==> config.mk <==
export PLATFORM = sky130hd
export DESIGN_NAME = sat_ram
export DESIGN_NICKNAME = d
export VERILOG_FILES = /design/src/hw/rtl/sat_ram.sv
export SDC_FILE = /design/constraint.sdc
export NUM_CORES = 1
export LEC_CHECK = 0
export BUFFER_PORTS_ARGS = -buffer_cell sky130_fd_sc_hd__buf_2
export CORE_UTILIZATION = 24
export CTS_CLUSTER_SIZE = 14
export DETAILED_ROUTE_END_ITERATION = 8
export SLEW_MARGIN = 20
export SYNTH_ARGS = -nofsm -noshare
export SYNTH_HDL_FRONTEND = slang
export SYNTH_SLANG_ARGS = --single-unit
==> constraint.sdc <==
create_clock -name clock -period 3.85 [get_ports clock]
set_input_delay 0.1925 -clock clock [delete_from_list [all_inputs] [get_ports clock]]
set_output_delay 0.1925 -clock clock [all_outputs]
set_load 0.1 [all_outputs]
==> src/hw/rtl/sat_ram.sv <==
// Generic single-write, single-read RAM with a registered read port.
// Self-contained; used for the section table.
module sat_ram #(
   parameter int WIDTH = 8,
   parameter int DEPTH = 16
) (
   input  logic                     clock,
   input  logic                     wr_en,
   input  logic [$clog2(DEPTH)-1:0] wr_addr,
   input  logic [WIDTH-1:0]         wr_data,
   input  logic [$clog2(DEPTH)-1:0] rd_addr,
   output logic [WIDTH-1:0]         rd_data
);

   logic [WIDTH-1:0] mem_ff [DEPTH];

   // Write port and registered read port.
   always_ff @(posedge clock) begin
      if (wr_en) begin
         mem_ff[wr_addr] <= wr_data;
      end
      rd_data <= mem_ff[rd_addr];
   end

endmodule

==> impl_metrics.yaml <==
power:
  power-per-cell-area_mw_per_mm2: 587
  power_leakage_nw: 2.02
  p_int_mw: 2.89
  p_sw_mw: 0.757
  max-vdd-ir-drop_uv: 293
  netSwitchingFraction_pct: 20.7
  power.clock.fraction_pct: 48.3
  totalPowerFinal_mw: 3.65
  fraction_of_power_consumed_by_combinational_cells_pct: 6.0
  power.sequential.fraction_pct: 45.7
global_route:
  grt_pass1_vias: 2493
  met1_usage_pct: 13.5
  global_route.usage.met3_pct: 2.79
  grt_pass1_wl_um: 15700
  grt_antenna_before_repair: 0
  grt.overflow.total: 0
  grt_busiest_layer: "met2"
  maximum_number_of_pins_on_one_net_before_global_route_repair: 33
  grt_use_met2_pct: 15.7
  grt_util_all_layers_pct: 10.3
logic_synthesis:
  post_synth_net_total: 247
  async_reset_ff_share_pct: 0
  syn-mean-instance-area_um2: 22.5
  yosys_most_used_dff: "edfxtp_1"
  post_synth_num_cell_types: 19
  cell_area_after_technology_mapping_mm2: 0.00515
  yosysWarningCount: 0
  synth_enable_flop_cells: 128
  synthesis.instances: 229
  ys_ff_latch: 136
  synth.yosys.seq_area_share_pct: 77.8
setup_path:
  crit_arrival_ns: 1.55
  crit_required_ns: 3.89
  end_kind: "flip-flop"
  critical_path_class: "primary input to flip-flop"
  cp_top_family: "simple AND/OR/NAND/NOR gates"
  cp_slowest_cell: "nor2_1"
  crit_buf_inv: 1
  worstPathMaxFanout: 8
  worst_path_cell_chain: "buf_2 > or3b_2 > nor2_1"
  worst_path_largest_cell_delay_ns: 0.72
  start_kind: "primary input"
cts:
  numCtsBuffers: 17
  ctsRootBufferMaster: "clkbuf_16"
  later_pin_clock_latency_in_the_skew_report_ns: 0.41
  cts_post_setup_buffers_inserted: 0
  max-clock-path-buffers: 2
  clock_sinks: 136
  tritoncts: "yes"
  postCtsHoldBufs: 0
  cts.clk_slew.worst_paths_ns: 0.06
  cts.htree.levels: 4
  cts_resized: 0
floorplanning:
  ioPinCount: 26
  die-width_um: 148
  core_region_area_mm2: 0.0210
  die_area_mm2: 0.0220
  start_util_pct: 24.5
  core.rowCount: 53
  chipHeight_um: 148
route:
  residual_drc: 0
  drt-initial-drc-count: 175
  route.antenna.remaining_nets: 0
  wire_length_per_cell_um: 18.8
  finalWirelength_um: 10400
  viasPerCell: 4.32
  pre_antenna_drt_iters: 4
  num_vias: 2392
sta:
  hold_slack_ns: 0.164
  setup_failing_eps_final: 0
  setup_tns_ns: 0
  fmax_mhz: 660
  clock_skew_ns: 0.00329
  relSlewSlack_pct: 34.9
  layout_setup_ws_ns: 2.33
  layout_min_cycle_time_ns: 1.52
  report.final.slew_viol_count: 0
  worst_tran_pin_value_ns: 0.971
  hold_viol_final: 0
  grt_setup_unrepaired: "false"
  final_min_period_over_clock_period_pct: 39.4
layout:
  share_of_layout_cells_above_drive_strength_1_pct: 29.0
  nNetsFinal: 284
  area_delta_synth_final_pct: 20.8
  mostFrequentLayoutCell: "edfxtp_1"
  antenna-diode-count: 0
  final_cell_mix: "edfxtp_1 (128), buf_2 (24), mux4_2 (18), clkbuf_16 (17), a22oi_1 (16)"
  layout.filler_cells: 2025
worst_hold_path:
  holdCritPathClass: "primary input to flip-flop"
placement:
  dp_hpwl_um: 6510
  io_buffer_count: 25
  routabilityCongestion: 0.691
  place_ws_ns: 1.61
outcome:
  run_status: "finished clean"
flow_run:
  max_cap_violations: 0
worst paths after layout:
kind	startpoint	to	slack, ns	cells past startpoint
max	wr_addr[2]	mem_ff[1][7]$_DFFE_PP_	2.33	3
min	wr_data[5]	mem_ff[0][5]$_DFFE_PP_	0.16	1
max reg2reg	mem_ff[2][0]$_DFFE_PP_	rd_data[0]$_DFF_P_	2.45	3
min reg2reg	mem_ff[11][1]$_DFFE_PP_	rd_data[1]$_DFF_P_	0.68	3
state kept, by name (all words and copies together), names as in the netlist:
signal   flops
rd_data      8
mem_ff     128
synth_stat cells (2+ instances only):
library cell / number / area (um2)
dfxtp_1: 8 / 160
nor3_1: 4 / 20.0
buf_2: 3 / 15.0
a22oi_1: 16 / 120
nand2_1: 9 / 33.8
nand2b_1: 2 / 12.5
clkdlybuf4s25_2: 3 / 30.0
edfxtp_1: 128 / 3840
buf_6: 3 / 33.8
nor2_1: 13 / 48.8
mux4_2: 18 / 405
mux4_1: 14 / 368
nand3b_1: 2 / 15.0
area by class of cell:
type	count	area (um2)	share of cell area [%]
sequential	136	4000	64.4
multi-input combinational	83	1070	17.2
clock buffer	19	453	7.28
tap	275	344	5.53
clock inverter	13	200	3.22
timing repair buffer	28	150	2.41
layer usage:
layer	wire length (um)	share of wire, %	vias to the layer above
li1	-	-	1052
met4	139	1.3	0
met1	4790	46	1264
met2	5020	48	67
met5	0	0	-
met3	476	4.6	9
power by group through the flow:
stage / combinational, mW / clock (mW) / sequential, mW
2_1_floorplan: 0.0840 / 0 / 1.77
3_3_place_gp: 0.216 / 0 / 1.70
3_5_place_dp: 0.221 / 0 / 1.70
4_1_cts: 0.221 / 1.80 / 1.67
5_1_grt: 0.232 / 1.86 / 1.67
6_report: 0.217 / 1.76 / 1.67
metrics by stage:
step	instance area [um2]	utilization, %	std cells
6_report	6220	29.6	554
3_5_place_dp	5560	26.5	522
4_1_cts	6220	29.6	554
3_3_place_gp	5550	26.4	521
5_1_grt	6220	29.6	554
2_1_floorplan	5150	-	229
kinds of logic after synthesis:
| family | count (synthesis) | share of synthesized area [%] |
|---|---|---|
| DFF | 136 | 77.8 |
| and+or+nand+nor | 35 | 3.18 |
| muxes | 32 | 15.0 |
| AOI/OAI and AO/OA | 16 | 2.33 |
| buffers and inverters | 10 | 1.68 |
(Power assumes the default switching activity.)
